`src/design/gpbs_pkg.sv`:
```
`default_nettype none

package gpbs_pkg;

	localparam int CHIP_COUNT     = 2;
	localparam int CH_PER_CHIP    = 16;
	localparam int BYTES_PER_CHIP = 24;
	localparam int STORE_BYTES    = 48;
	localparam int FRAME_LEN      = CHIP_COUNT * BYTES_PER_CHIP;
	localparam int CHANNELS       = CHIP_COUNT * CH_PER_CHIP;
	localparam int ADDR_W         = $clog2(STORE_BYTES);
	localparam int CNT_W          = $clog2(FRAME_LEN + 1);
	localparam int MODE_W         = 2;
	localparam int CH_W           = 5;
	localparam int LVL_W          = 12;

	localparam logic [MODE_W-1:0] MODE_SET    = 2'd0;
	localparam logic [MODE_W-1:0] MODE_CLEAR  = 2'd1;
	localparam logic [MODE_W-1:0] MODE_STREAM = 2'd2;
	localparam logic [MODE_W-1:0] MODE_EVENT  = 2'd3;

	typedef enum logic [2:0] {
		S_IDLE = 3'd0,
		S_SET0 = 3'd1,
		S_SET1 = 3'd2,
		S_CLR  = 3'd3,
		S_STR0 = 3'd4,
		S_STR1 = 3'd5,
		S_EVT  = 3'd6,
		S_STR2 = 3'd7
	} step_t;

	typedef enum logic [2:0] {
		COND_NONE,
		COND_CH_BAD,
		COND_PENDING,
		COND_NO_FIRE,
		COND_MORE
	} cond_t;

	typedef struct packed {
		logic wr_full;
		logic wr_merge;
		logic rd_frame;
		logic rd_merge;
		logic cnt_clr;
		logic cnt_inc;
		logic clr_frame;
		logic emit_byte;
		logic emit_latch;
		logic set_pend;
		logic clr_pend;
	} act_t;

	typedef struct packed {
		act_t  act;
		cond_t cond;
		logic  skip;
		logic  dispatch;
		step_t jmp;
		step_t nxt;
	} ucode_t;

	typedef struct packed {
		logic ch_bad;
		logic pending;
		logic no_fire;
		logic more;
	} status_t;

	function automatic ucode_t ucode_rom(input step_t step);
		ucode_t w;
		w = '0;
		w.cond = COND_NONE;
		w.jmp  = S_IDLE;
		w.nxt  = S_IDLE;
		unique case (step)
			S_IDLE: begin
				w.dispatch    = 1'b1;
				w.act.cnt_clr = 1'b1;
			end
			S_SET0: begin
				w.cond         = COND_CH_BAD;
				w.skip         = 1'b1;
				w.act.wr_full  = 1'b1;
				w.act.rd_merge = 1'b1;
				w.nxt          = S_SET1;
			end
			S_SET1: begin
				w.act.wr_merge = 1'b1;
			end
			S_CLR: begin
				w.act.clr_frame = 1'b1;
			end
			S_STR0: begin
				w.cond         = COND_PENDING;
				w.skip         = 1'b1;
				w.act.rd_frame = 1'b1;
				w.act.cnt_inc  = 1'b1;
				w.nxt          = S_STR1;
			end
			S_STR1: begin
				w.cond          = COND_MORE;
				w.jmp           = S_STR1;
				w.act.rd_frame  = 1'b1;
				w.act.cnt_inc   = 1'b1;
				w.act.emit_byte = 1'b1;
				w.nxt           = S_STR2;
			end
			S_STR2: begin
				w.act.set_pend = 1'b1;
			end
			S_EVT: begin
				w.cond           = COND_NO_FIRE;
				w.skip           = 1'b1;
				w.act.emit_latch = 1'b1;
				w.act.clr_pend   = 1'b1;
			end
			default: begin
				w.nxt = S_IDLE;
			end
		endcase
		return w;
	endfunction

	function automatic step_t entry_step(input logic [MODE_W-1:0] mode);
		step_t s;
		s = S_IDLE;
		unique case (mode)
			MODE_SET:    s = S_SET0;
			MODE_CLEAR:  s = S_CLR;
			MODE_STREAM: s = S_STR0;
			MODE_EVENT:  s = S_EVT;
			default:     s = S_IDLE;
		endcase
		return s;
	endfunction

endpackage

`default_nettype wire

```
`src/design/gpbs_frame_mem.sv`:
```
`default_nettype none

module gpbs_frame_mem
	import gpbs_pkg::*;
(
	input  wire logic              clk,
	input  wire logic              arst_n,
	input  wire logic              clr,
	input  wire logic              we,
	input  wire logic [ADDR_W-1:0] waddr,
	input  wire logic [7:0]        wdata,
	input  wire logic              re,
	input  wire logic [ADDR_W-1:0] raddr,
	output logic      [7:0]        rdata
);

	logic [7:0]             mem [STORE_BYTES];
	logic [STORE_BYTES-1:0] valid_q;
	logic                   rd_ok;
	logic                   wr_ok;

	assign rd_ok = re && ({1'b0, raddr} < (ADDR_W + 1)'(STORE_BYTES));
	assign wr_ok = we && ({1'b0, waddr} < (ADDR_W + 1)'(STORE_BYTES));

	always_ff @(posedge clk or negedge arst_n) begin
		if (!arst_n) begin
			valid_q <= '0;
		end else if (clr) begin
			valid_q <= '0;
		end else if (wr_ok) begin
			valid_q[waddr] <= 1'b1;
		end
	end

	always_ff @(posedge clk) begin
		if (wr_ok) begin
			mem[waddr] <= wdata;
		end
	end

	always_ff @(posedge clk) begin
		if (rd_ok) begin
			rdata <= valid_q[raddr] ? mem[raddr] : 8'h00;
		end
	end

endmodule

`default_nettype wire

```
`src/design/gpbs_sequencer.sv`:
```
`default_nettype none

module gpbs_sequencer
	import gpbs_pkg::*;
(
	input  wire logic              clk,
	input  wire logic              arst_n,
	input  wire logic              start,
	input  wire logic [MODE_W-1:0] mode,
	input  wire status_t           status,
	output act_t                   act,
	output logic                   busy
);

	step_t  step_q;
	step_t  step_d;
	ucode_t word;
	logic   taken;

	assign word = ucode_rom(step_q);
	assign busy = (step_q != S_IDLE);

	always_comb begin
		unique case (word.cond)
			COND_NONE:    taken = 1'b0;
			COND_CH_BAD:  taken = status.ch_bad;
			COND_PENDING: taken = status.pending;
			COND_NO_FIRE: taken = status.no_fire;
			COND_MORE:    taken = status.more;
			default:      taken = 1'b0;
		endcase
	end

	always_comb begin
		act = (word.skip && taken) ? '0 : word.act;
		if (word.dispatch) begin
			step_d = start ? entry_step(mode) : S_IDLE;
		end else if (taken) begin
			step_d = word.jmp;
		end else begin
			step_d = word.nxt;
		end
	end

	always_ff @(posedge clk or negedge arst_n) begin
		if (!arst_n) begin
			step_q <= S_IDLE;
		end else begin
			step_q <= step_d;
		end
	end

endmodule

`default_nettype wire

```
`src/design/grayscale_packed_buffer_streamer_unit.sv`:
```
// Channel   | Ports                                   | Transaction
// ----------+-----------------------------------------+-------------------------------
// command   | start, busy, mode, channel, level,      | start high while busy is low
//           | counting_down                           |
// result    | strobe, kind, data_byte, last           | strobe high for one cycle
//
// A set passes through S_SET0 and S_SET1, a clear through S_CLR and a timer event through S_EVT.
// A stream passes through S_STR0, repeats S_STR1 until the whole frame is read, then S_STR2,
// and puts out one byte per cycle; the frame memory's one read port sets this pace.
// An ignored stream, set or event returns to idle from its first step with no action.
// After reset the frame reads as zero at once through per-byte valid flags.
// Results cannot be stalled, so nothing waits on the receiver.
`default_nettype none

module grayscale_packed_buffer_streamer_unit
	import gpbs_pkg::*;
(
	input  wire logic              clk,
	input  wire logic              arst_n,
	input  wire logic              start,
	output logic                   busy,
	input  wire logic [MODE_W-1:0] mode,
	input  wire logic [CH_W-1:0]   channel,
	input  wire logic [LVL_W-1:0]  level,
	input  wire logic              counting_down,
	output logic                   strobe,
	output logic                   kind,
	output logic      [7:0]        data_byte,
	output logic                   last
);

	act_t              act;
	status_t           status;
	logic [CH_W-1:0]   ch_q;
	logic [LVL_W-1:0]  level_q;
	logic              down_q;
	logic              pend_q;
	logic [CNT_W-1:0]  cnt_q;
	logic [CH_W-1:0]   slot;
	logic [CH_W+1:0]   slot3;
	logic [ADDR_W-1:0] pos;
	logic [ADDR_W-1:0] pos1;
	logic [ADDR_W-1:0] full_addr;
	logic [ADDR_W-1:0] merge_addr;
	logic [7:0]        full_data;
	logic [7:0]        merge_data;
	logic [7:0]        rdata;
	logic              mem_we;
	logic [ADDR_W-1:0] mem_waddr;
	logic [7:0]        mem_wdata;
	logic              mem_re;
	logic [ADDR_W-1:0] mem_raddr;
	logic              accept;

	assign accept = start && !busy;

	assign status.ch_bad  = ({1'b0, ch_q} >= (CH_W + 1)'(CHANNELS));
	assign status.pending = pend_q;
	assign status.no_fire = !(down_q && pend_q);
	assign status.more    = (cnt_q != CNT_W'(FRAME_LEN));

	// Levels sit in reverse channel order, two per three bytes.
	assign slot       = CH_W'(CHANNELS - 1) - ch_q;
	assign slot3      = {1'b0, slot, 1'b0} + {2'b00, slot};
	assign pos        = ADDR_W'(slot3[CH_W+1:1]);
	assign pos1       = pos + ADDR_W'(1);
	assign full_addr  = slot[0] ? pos1 : pos;
	assign merge_addr = slot[0] ? pos : pos1;
	assign full_data  = slot[0] ? level_q[7:0] : level_q[11:4];
	assign merge_data = slot[0] ? {rdata[7:4], level_q[11:8]} : {level_q[3:0], rdata[3:0]};

	assign mem_we    = act.wr_full || act.wr_merge;
	assign mem_waddr = act.wr_merge ? merge_addr : full_addr;
	assign mem_wdata = act.wr_merge ? merge_data : full_data;
	assign mem_re    = act.rd_frame || act.rd_merge;
	assign mem_raddr = act.rd_merge ? merge_addr : ADDR_W'(cnt_q);

	gpbs_sequencer u_seq (
		.clk    (clk),
		.arst_n (arst_n),
		.start  (start),
		.mode   (mode),
		.status (status),
		.act    (act),
		.busy   (busy)
	);

	gpbs_frame_mem u_mem (
		.clk    (clk),
		.arst_n (arst_n),
		.clr    (act.clr_frame),
		.we     (mem_we),
		.waddr  (mem_waddr),
		.wdata  (mem_wdata),
		.re     (mem_re),
		.raddr  (mem_raddr),
		.rdata  (rdata)
	);

	always_ff @(posedge clk) begin
		if (accept) begin
			ch_q    <= channel;
			level_q <= level;
			down_q  <= counting_down;
		end
	end

	always_ff @(posedge clk or negedge arst_n) begin
		if (!arst_n) begin
			pend_q <= 1'b0;
			cnt_q  <= '0;
			strobe <= 1'b0;
		end else begin
			if (act.set_pend) begin
				pend_q <= 1'b1;
			end else if (act.clr_pend) begin
				pend_q <= 1'b0;
			end
			if (act.cnt_clr) begin
				cnt_q <= '0;
			end else if (act.cnt_inc) begin
				cnt_q <= cnt_q + CNT_W'(1);
			end
			strobe <= act.emit_byte || act.emit_latch;
		end
	end

	always_ff @(posedge clk) begin
		if (act.emit_latch) begin
			kind      <= 1'b1;
			data_byte <= 8'h00;
			last      <= 1'b1;
		end else if (act.emit_byte) begin
			kind      <= 1'b0;
			data_byte <= rdata;
			last      <= !status.more;
		end
	end

endmodule

`default_nettype wire

```
`config.mk`:
```
export PLATFORM = sky130hd
export DESIGN_NAME = grayscale_packed_buffer_streamer_unit
export DESIGN_NICKNAME = d
export VERILOG_FILES = /design/src/design/gpbs_pkg.sv /design/src/design/gpbs_frame_mem.sv /design/src/design/gpbs_sequencer.sv /design/src/design/grayscale_packed_buffer_streamer_unit.sv
export SDC_FILE = /design/constraint.sdc
export NUM_CORES = 1
export LEC_CHECK = 0
export ABC_AREA = 0
export BUFFER_PORTS_ARGS = -buffer_cell sky130_fd_sc_hd__clkbuf_2
export CAP_MARGIN = 30
export CORE_MARGIN = 4
export CORE_UTILIZATION = 63
export DETAILED_ROUTE_END_ITERATION = 10
export GPL_ROUTABILITY_DRIVEN = 0
export PLACE_DENSITY = 0.8
export SYNTH_ARGS = -nofsm -noshare
export SYNTH_HDL_FRONTEND = slang
export SYNTH_SLANG_ARGS = --single-unit
```
`constraint.sdc`:
```
create_clock -name clk -period 5.5 [get_ports clk]
set_input_delay 0.275 -clock clk [delete_from_list [all_inputs] [get_ports clk]]
set_output_delay 0.275 -clock clk [all_outputs]
set_load 0.05 [all_outputs]
```
After elaboration in Yosys (flattened, before gate mapping):

Memory sizes are Yosys's and may differ from the RTL's. A register that Yosys moved wholly into a read port is not among the register bits.
Cells that the tools add are included.

* bits in writable memories: 384
* output and inout bits: 12
* memories kept: 1
* bits in latches: 0
* input bits: 23
* ROM bits: 0
* bits in registers: 87

Memories
* u_mem.mem: words 48, bits a word 8, rd ports 1, clocked after memory_dff 1, write ports 1, RTL line gpbs_frame_mem.sv:17 `logic [7:0] mem [STORE_BYTES];`

* mux-type cells: 37
* bitwise logic cells: 1
* equal/unequal tests: 14
* $add $sub $neg: 4
* reduce and logical (&&, ||, !) cells: 21
* $mul: 0
* order comparisons: 5
* divide/modulo/power cells: 0
* shift-type cells: 0

Operators by type and width (count)
* 48-bit 2-to-1 mux: 2
* 48-bit OR: 1
* 6-bit 2-to-1 mux: 6
* 8-bit 2-to-1 mux: 3
* 3-bit one-hot mux with 4 select lines: 2
* 3-bit == test, second input constant: 5
* 1-bit 2-to-1 mux: 15
* 6-bit by 7-bit < comparator with 1-bit output, second input constant: 2
* 6-bit by 1-bit adder with 6-bit output, second input constant: 2
* 3-bit by 2-bit == test with 1-bit output, second input constant: 4
* 6-bit < comparator, second input constant: 2
* 3-bit 2-to-1 mux: 4
* 11-bit 2-to-1 mux: 1
* 3-bit one-hot mux with 3 select lines: 1
* 6-bit by 5-bit adder with 7-bit output: 1
* 1-bit binary-select mux with 6-bit select: 1
* 1-bit demux with 6-bit select: 1
* 6-bit by 1-bit greater-or-equal comparator with 1-bit output, second input constant: 1
* 1-bit logical AND: 6
* 6-bit != test, second input constant: 1
* 2-bit nonzero test: 3
* 5-bit subtractor, first input constant: 1
* 2-bit == test, second input constant: 2
* 1-bit logical NOT: 4
* other kinds (9): 11

Longest topological paths before layout:

Gate-level depths: netlist of run 1.

* depth in word-level cells: 14
* gate-level depth with buffers: 15
* depth with buffers taken out: 12

Cells and area by module:

From an unflattened synthesis of run 1, not the netlist that was laid out.

* cells, all modules: 1102
* area, all modules: 19598.8 um2

By module, submodules not included
* gpbs_frame_mem: times used 1, cells each 915, area an instance 17436.7 um2
* grayscale_packed_buffer_streamer_unit: times used 1, cells each 158, area an instance 1919.3 um2
* gpbs_sequencer: times used 1, cells each 29, area an instance 242.7 um2

Least setup slack after synthesis of run 1:

Ideal clock, no wire load.

* path kind: register to register
* start point: reg ch_q[0]
* end point: mem u_mem.mem[39][0] (enable)
* stages on the path, launching flop included: 12
* arrival: 3860 ps
* path slack: 1245 ps
* cells stage by stage: edfxtp_1 > clkinv_1 > ha_1 > fa_1 > and3_1 > or3_1 > and2_0 > nor3_2 > xnor2_1 > o221ai_1 > nand2b_1 > nor4_1

* word-level cells in the longest chain between the ends: 9
* elaborated cells on any way between the ends: 10

Ends and longest elaborated chain
* start, declared: RTL line grayscale_packed_buffer_streamer_unit.sv:34 `logic [CH_W-1:0] ch_q;`
* start signal, assigned: RTL line grayscale_packed_buffer_streamer_unit.sv:102 `ch_q <= channel;`
* 5-bit subtractor (*): RTL line grayscale_packed_buffer_streamer_unit.sv:63 `assign slot = CH_W'(CHANNELS - 1) - ch_q;`
* 6-bit by 5-bit adder with 7-bit output: RTL line grayscale_packed_buffer_streamer_unit.sv:64 `assign slot3 = {1'b0, slot, 1'b0} + {2'b00, slot};`
* 6-bit by 1-bit adder with 6-bit output: RTL line grayscale_packed_buffer_streamer_unit.sv:66 `assign pos1 = pos + ADDR_W'(1);`
* 6-bit 2-to-1 mux (on tied branches): RTL line grayscale_packed_buffer_streamer_unit.sv:67, grayscale_packed_buffer_streamer_unit.sv:68
* 6-bit 2-to-1 mux (*): RTL line grayscale_packed_buffer_streamer_unit.sv:73 `assign mem_waddr = act.wr_merge ? merge_addr : full_addr;`
* 6-bit < comparator: RTL line gpbs_frame_mem.sv:23 `assign wr_ok = we && ({1'b0, waddr} < (ADDR_W + 1)'(STORE_BYTES));`
* 1-bit logical AND: RTL line gpbs_frame_mem.sv:23
* 1-bit 2-to-1 mux: RTL line gpbs_frame_mem.sv:36 `if (wr_ok) begin`
* 1-bit 2-to-1 mux (implied by the code): RTL line gpbs_frame_mem.sv:37 `mem[waddr] <= wdata;`
* end, declared: RTL line gpbs_frame_mem.sv:17

Every way passes the cells marked *; elsewhere a longest branch is shown, timed or not.

Final worst setup path of run 1:

* start point: reg ch_q[0]
* end point: mem u_mem.mem[35][1] (enable)

The elaborated chain is that of the path after synthesis.

==> results.py, run 1 <==
metrics = {
    "outcome": {
        "status": "finished, final reports clean",
    },
    "flow_run": {
        "maxCapViolCount": 0,
    },
    "detailed_routing": {
        "wl_um": 46870,
        "dr_total_vias": 12230,
        "drtPass1Iterations": 6,
        "wire_per_inst_um": 25.01,
        "detail-route-antenna-nets": 0,
        "drc": 0,
        "routed_via_density": 6.525,
        "drt_iter0_drc": 1430,
    },
    "grt": {
        "top_usage_layer": "met2",
        "antenna_found_initial": 0,
        "grt_util_met1_pct": 38.86,
        "grt_pass1_vias": 12180,
        "grt_pass1_wl_um": 72350,
        "grt_use_total_pct": 27.91,
        "grt_max_degree": 110,
        "grt-ovfl-total": 0,
        "gr-usage-met2_pct": 44.68,
        "met3_usage_pct": 5.863,
    },
    "sta": {
        "fin_ws_ns": 0.5679,
        "drv_slew": 0,
        "worst_pin_slew_ns": 0.9404,
        "finalCritPeriodShare_pct": 89.68,
        "rsz0062_at_grt": "false",
        "fmaxAchievable_mhz": 202.8,
        "whs_ns": 0.02193,
        "finalHoldViolations": 0,
        "min_period_ns": 4.932,
        "maxSlewHeadroom_pct": 36.93,
        "fin_tns_setup_ns": 0,
        "finalSetupViolCount": 0,
        "finClkSkew_ns": 0.02029,
    },
    "pwr": {
        "clockPowerShare_pct": 23.8,
        "power_frac_comb_pct": 35.6,
        "power_switching_mw": 4.525,
        "p_int_mw": 7.926,
        "p_leak_nw": 7.711,
        "vdd_drop_max_v": 0.0003933,
        "p_sw_share_pct": 36.34,
        "seq_power_share_pct": 40.6,
        "power.density_mw_per_mm2": 557.4,
    },
    "synthesis": {
        "ys_warn_count": 0,
        "synth-edff-count": 410,
        "async_flop_share_pct": 12.32,
        "ys.flop_type": "edfxtp_1",
        "ys_seq_area_share_pct": 70.35,
        "ys_seq_elements": 479,
        "syn_nets": 1407,
        "syn-cell-area_sq_mm": 0.01988,
        "yosys.cell_types.count": 71,
        "netlist_instances": 1374,
        "postSynthAreaPerCell_sq_um": 14.47,
    },
    "worst_setup_path": {
        "max_stage_delay_ns": 0.72,
        "required_ns": 5.69,
        "reg2regPathDepth": 12,
        "worstPathMaxFanout": 12,
        "arrival_ns": 5.13,
        "path_cells": "buf_4 > clkinv_1 > ha_1 > fa_1 > and3_1 > o21ai_0 > and2_0 > nor3_2 > xnor2_1 > o221ai_1 > nand2b_1 > nor2_1",
        "crit_path_top_delay_cell": "nor2_1",
        "cp-start-kind": "flop",
        "crit_path_end_kind": "flop",
        "path_class": "flop to flop",
    },
    "cells_and_area": {
        "insertedDiodeCount": 0,
        "fillers": 1870,
        "area_growth_syn_to_layout_pct": 12.35,
        "final_nets": 1473,
        "drive_gt1_share_pct": 15.29,
        "stdcell_count": 1874,
        "final_cell_area_sq_mm": 0.02234,
    },
    "clocking": {
        "clockBufferDepth": 3,
        "ctsResizeCount": 0,
        "numCtsBuffers": 46,
        "postCtsSetupRepairBufs": 0,
        "cts_hold_buf": 21,
        "cts_tree": "built",
        "cts.sinks": 479,
        "clkTransAtPathRegs_ns": 0.06,
        "worstSkewPairLatency_ns": 0.56,
        "root_buffer": "clkbuf_16",
        "h-tree-depth": 2,
    },
    "die": {
        "dieWidth_um": 185.7,
        "std_cell_rows": 64,
        "initial_core_util_pct": 64.49,
        "die_h_um": 185.7,
        "ios": 35,
        "core_area_sq_mm": 0.03083,
        "die_area_sq_mm": 0.03447,
    },
    "placement": {
        "place_hpwl_um": 28160,
        "dp_cells": 1764,
        "portBuffers": 34,
        "place_area_sq_mm": 0.02066,
        "post-place-ws_ns": 0.7807,
    },
    "worst_hold_path": {
        "hold_path_depth": 3,
        "holdCritPathClass": "primary input to flop",
    },
}
-- cell type report --
class	count	area, sq um	share of cell area (%)
clock buffers	74	1338	5.987
clock inverters	12	75.07	0.3361
inverters	10	37.54	0.1680
multi-input cells	799	5504	24.64
flip-flops and latches	479	13990	62.62
well taps	396	495.5	2.218
repair buffers	104	900.9	4.033
-- synth_stat cells (all sizes together), types with 5 or more instances --
cell	instances	share of area (%)
edfxtp	410	62
nand2	264	5.0
nand3	99	2.5
nor2	77	1.5
mux4	64	7.2
dfrtp	59	7.4
buf	53	1.4
a21oi	49	1.3
o21ai	48	1.2
mux2i	42	2.2
clkbuf	33	0.62
a211oi	20	0.91
xnor2	12	0.53
dfxtp	10	1.0
o22ai	10	0.31
a31oi	9	0.28
ha	9	0.57
inv	9	0.17
o311ai	9	0.40
o211ai	8	0.30
xor2	7	0.35
a21o	5	0.19
nand2b	5	0.16
nand4	5	0.16
o31ai	5	0.21
-- registers in the layout, indices dropped and copies added, names as in the netlist --
name	cells
u_mem.valid_q	48
last	1
strobe	1
ch_q	5
u_mem.mem	384
u_seq.step_q	3
u_mem.rdata	8
down_q	1
data_byte	8
pend_q	1
cnt_q	6
kind	1
level_q	12
-- routing by layer --
layer,up-vias,part of all wire [%]
li1,5302,-
met1,6102,39
met2,706,48
met3,118,9.5
met4,0,3.7
met5,-,0
-- power groups by stage --
stage          logic [mW]  clock network [mW]  registers (mW)
3_5_place_dp         4.28                   0            5.11
4_1_cts              4.33                2.99            5.05
6_report             4.44                2.96            5.05
2_1_floorplan        2.76                   0            5.15
3_3_place_gp         4.05                   0            5.10
5_1_grt              4.77                3.16            5.08
-- final timing paths --
path                                         from                            end  slack [ns]
worst max-delay path            ch_q[0]$_DFFE_PP_     u_mem.mem[35][1]$_DFFE_PP_        0.57
worst min-delay path                        start      u_seq.step_q[1]$_DFF_PN0_        0.02
worst max register to register  ch_q[0]$_DFFE_PP_     u_mem.mem[35][1]$_DFFE_PP_        0.57
worst min register to register  kind$_SDFFE_PP1P_              kind$_SDFFE_PP1P_        0.46
max in group asynchronous                  arst_n  u_mem.valid_q[44]$_DFFE_PN0P_        4.53
min in group asynchronous                  arst_n           cnt_q[4]$_DFFE_PN0P_        0.40
-- kinds of logic (layout without fill, tap and decap cells) --
group,Yosys count,in the layout,synth area share [%]
XOR/XNOR,19,19,0.8747
flip-flops,479,479,70.35
adder cells (fa/ha/maj),10,10,0.6671
AO/OA/AOI/OAI,183,183,5.972
buffers and inverters,96,200,2.184
multiplexers,109,109,9.597
AND/OR/NAND/NOR,478,478,10.35
-- per-stage QoR --
stage / utilization (%) / power, mW
4_1_cts: 72.26 / 12.37
5_1_grt: 72.46 / 13.01
3_3_place_gp: 66.54 / 9.150
6_report: 72.46 / 12.45
2_1_floorplan: - / 7.913
3_5_place_dp: 67.00 / 9.395
-- cells in the final DEF (no fill, tap or decap), types with 5 or more instances in the layout --
master and instances:
dfrtp_1 59, mux2i_1 40, o211ai_1 8, dlygate4sd3_1 21, nand2_1 264, nand2b_1 5
o21ai_1 31, ha_1 9, nor2_1 77, clkinv_1 7, nand3_1 98, clkbuf_8 6
a21oi_1 48, dfxtp_1 10, xnor2_1 12, xor2_1 6, clkbuf_2 34, edfxtp_1 410
a31oi_1 9, clkbuf_16 47, nand4_1 5, o21ai_0 16, inv_1 9, a21o_1 5
buf_12 10, buf_4 37, clkbuf_1 21, a211oi_1 17, mux4_2 64, o311ai_0 8
o22ai_1 10
-- worst max-delay path: cells and delay by family (launching register included) --
kind	cells	cell delay (ns)
XOR/XNOR	1	0.59
buffers and inverters	2	0.34
adder cells (fa/ha/maj)	2	0.71
flip-flops	1	0.34
AND/OR/NAND/NOR	5	1.99
AO/OA/AOI/OAI	2	0.57
No activity file was read; power rests on OpenSTA's default activity.
==> run 2, diff against run 1 <==
--- a/config.mk
+++ b/config.mk
@@ -9,10 +9,11 @@
 export BUFFER_PORTS_ARGS = -buffer_cell sky130_fd_sc_hd__clkbuf_2
 export CAP_MARGIN = 30
 export CORE_MARGIN = 4
-export CORE_UTILIZATION = 63
+export CORE_UTILIZATION = 62
 export DETAILED_ROUTE_END_ITERATION = 10
 export GPL_ROUTABILITY_DRIVEN = 0
-export PLACE_DENSITY = 0.8
+export PLACE_DENSITY = 0.79
 export SYNTH_ARGS = -nofsm -noshare
 export SYNTH_HDL_FRONTEND = slang
+export SYNTH_HIERARCHICAL = 1
 export SYNTH_SLANG_ARGS = --single-unit
==> run 2 against run 1 <==
  * Fmax grew 16%
  * Routed wire length decreased by 5.6%
  * Die area rose by 0.16%
  * Critical path depth rose by 1
  * Sequential power down 2%
  * Sequential share of layout area up 0.87 points
  * Count of clock-buffer cells in the layout fell by 9
  * Core utilization down 1.2 points
  * Total power is 7.8% lower
==> results.py, run 2 <==
metrics = {
    "die": {
        "dieWidth_um": 185.8,
        "core_area_sq_mm": 0.03091,
        "ios": 35,
        "die_h_um": 185.8,
        "std_cell_rows": 64,
        "die_area_sq_mm": 0.03452,
        "initial_core_util_pct": 63.41,
    },
    "sta": {
        "min_period_ns": 4.241,
        "fmaxAchievable_mhz": 235.8,
        "maxSlewHeadroom_pct": 26.25,
        "worst_pin_slew_ns": 1.105,
        "fin_tns_setup_ns": 0,
        "whs_ns": 0.02794,
        "drv_slew": 0,
        "rsz0062_at_grt": "false",
        "finalSetupViolCount": 0,
        "finalHoldViolations": 0,
        "finalCritPeriodShare_pct": 77.11,
        "finClkSkew_ns": 0.01352,
    },
    "pwr": {
        "power_switching_mw": 3.640,
        "power.density_mw_per_mm2": 520.8,
        "p_total_mw": 11.48,
        "clockPowerShare_pct": 27.2,
        "p_int_mw": 7.835,
        "vdd_drop_max_v": 0.0004305,
        "power_frac_comb_pct": 29.6,
        "p_leak_nw": 7.375,
        "p_sw_share_pct": 31.72,
        "seq_power_share_pct": 43.2,
    },
    "grt": {
        "grt_pass1_wl_um": 66810,
        "grt-ovfl-total": 0,
        "grt_pass1_vias": 10710,
        "antenna_found_initial": 0,
        "grt_max_degree": 72,
        "grt_use_total_pct": 26.46,
    },
    "synthesis": {
        "yosysTopAreaCell": "edfxtp_1",
        "postSynthAreaPerCell_sq_um": 17.78,
        "yosys.cell_count.top_type": "edfxtp_1",
        "ys_warn_count": 6,
        "synth_area_leaders": "edfxtp_1, mux4_2, dfrtp_1",
        "async_flop_share_pct": 12.32,
        "ys.flop_type": "edfxtp_1",
        "syn-cell-area_sq_mm": 0.01960,
        "synth-edff-count": 410,
        "yosys.cell_types.count": 70,
        "synth_top_area_share_pct": 62.82,
        "ys_seq_area_share_pct": 71.37,
        "synth_commonest_cells": "edfxtp_1, nor2_1, mux4_2, dfrtp_1, mux2i_1",
        "ys_seq_elements": 479,
        "netlist_instances": 1102,
    },
    "worst_setup_path": {
        "worstPathMaxFanout": 40,
        "crit_path_end_kind": "flop",
        "path_class": "flop to flop",
        "cp-start-kind": "flop",
        "arrival_ns": 4.50,
        "required_ns": 5.76,
    },
    "outcome": {
        "status": "finished, final reports clean",
    },
    "flow_run": {
        "maxCapViolCount": 0,
    },
    "clocking": {
        "cts_tree": "built",
        "clkTransAtPathRegs_ns": 0.06,
        "postCtsSetupRepairBufs": 0,
        "h-tree-depth": 2,
        "root_buffer": "clkbuf_16",
        "numCtsBuffers": 47,
        "worstSkewPairLatency_ns": 0.54,
        "clockBufferDepth": 3,
        "cts.sinks": 479,
    },
    "detailed_routing": {
        "wl_um": 44240,
        "dr_total_vias": 10650,
        "wl_met3_um": 4007,
        "wl_met2_um": 21990,
        "drt-met1-wl_um": 16780,
        "drtPass1Iterations": 6,
        "top_layer": "met4",
        "drc": 0,
        "routed_via_density": 6.578,
        "wire_per_inst_um": 27.32,
        "drt_iter0_drc": 1338,
        "detail-route-antenna-nets": 0,
    },
    "cells_and_area": {
        "final_nets": 1218,
        "area_growth_syn_to_layout_pct": 12.42,
        "stdcell_count": 1619,
        "insertedDiodeCount": 0,
        "regMostFlops": "u_mem/mem",
        "drive_gt1_share_pct": 22.65,
        "reg_top3": "u_mem/mem (384), u_mem/valid_q (48), level_q (12)",
        "final_cell_mix": "edfxtp_1, nor2_1, mux4_2, dfrtp_1, mux2i_1",
        "final_common_cell": "edfxtp_1",
        "largest_reg_flops": 384,
        "fillers": 1861,
    },
    "placement": {
        "portBuffers": 34,
        "dp_cells": 1505,
        "place_hpwl_um": 27610,
    },
    "worst_hold_path": {
        "holdCritPathClass": "primary input to flop",
    },
}
[run 2: cell types whose count changed in the layout (fill, tap and decap cells not counted), sizes merged, moves of 13 or more]
cell / delta
a211oi: -17
nand3: -86
nor2: +75
o21ai: -39
mux2i: +13
mux4: +39
nand2: -227
buf: -15
a21oi: -38
[run 2: per-stage QoR]
step	setup slack, ns	util [%]	instance area, sq um
floorplan	1.335	-	19600
global placement	1.480	65.09	20120
detailed placement	1.377	65.33	20190
CTS	1.311	70.94	21930
global route	1.027	71.28	22030
finish	1.259	71.28	22030
[run 2: kinds of logic (layout without fill, tap and decap cells)]
kind of cell,count (synthesis),after routing,synth area share [%]
XOR/XNOR,18,18,0.8427
other,1,2,0.01913
AO/OA/AOI/OAI,91,91,3.677
flip-flops,479,479,71.37
AND/OR/NAND/NOR,270,270,6.244
buffers and inverters,70,190,2.158
adder cells (fa/ha/maj),10,10,0.6767
multiplexers,163,163,15.01
[run 2: worst paths after layout]
path	start	endpoint	slack, ns	cells past startpoint
min in group asynchronous	arst_n	u_mem/valid_q[13]$_DFFE_PN0P_	0.46	3
worst max register to register	ch_q[1]$_DFFE_PP_	u_mem/rdata[7]$_SDFFCE_PN0P_	1.26	13
worst max-delay path	ch_q[1]$_DFFE_PP_	u_mem/rdata[7]$_SDFFCE_PN0P_	1.26	13
worst min-delay path	mode[0]	u_seq/step_q[1]$_DFF_PN0_	0.03	3
max in group asynchronous	arst_n	u_mem/valid_q[41]$_DFFE_PN0P_	4.45	3
worst min register to register	kind$_SDFFE_PP1P_	kind$_SDFFE_PP1P_	0.46	1
[run 2: area by class of cell]
cell class | instances | area (sq um) | share of cell area, %
clock buffers | 65 | 1336 | 6.065
clock inverters | 22 | 196.4 | 0.8916
inverters | 16 | 60.06 | 0.2726
multi-input cells | 554 | 5234 | 23.75
flip-flops and latches | 479 | 13990 | 63.49
well taps | 396 | 495.5 | 2.249
repair buffers | 87 | 721.9 | 3.277
[run 2: routing by layer]
metal	up-vias	GRT usage, %
li1	4491	-
met1	5477	36.63
met2	578	42.56
met3	103	6.234
met4	0	8.627
met5	-	0
[run 2: power groups by stage]
stage / sequential (mW) / combinational, mW / clock (mW)
6_report: 4.96 / 3.40 / 3.12
3_3_place_gp: 5.01 / 3.19 / 0
2_1_floorplan: 5.04 / 2.30 / 0
5_1_grt: 4.98 / 3.63 / 3.34
3_5_place_dp: 5.03 / 3.28 / 0
4_1_cts: 4.96 / 3.31 / 3.17
[run 2: timing repair]
action | CTS | global route
endpoints found under the hold margin | 79 | 0
resized for setup | 0 | 0
hold buffers | 20 | 0
endpoints found under the setup margin | 0 | 0
[run 2: worst max-delay path, stage by stage, from the launching register on]
cell	delay (ns)
edfxtp_1	0.35
inv_1	0.13
ha_1	0.22
fa_1	0.50
ha_1	0.24
nand2_1	0.13
xnor2_1	0.13
mux2_4	0.55
buf_12	0.33
mux4_2	0.35
a22oi_1	0.23
a31oi_1	0.16
a31oi_2	0.44
nor4_1	0.14
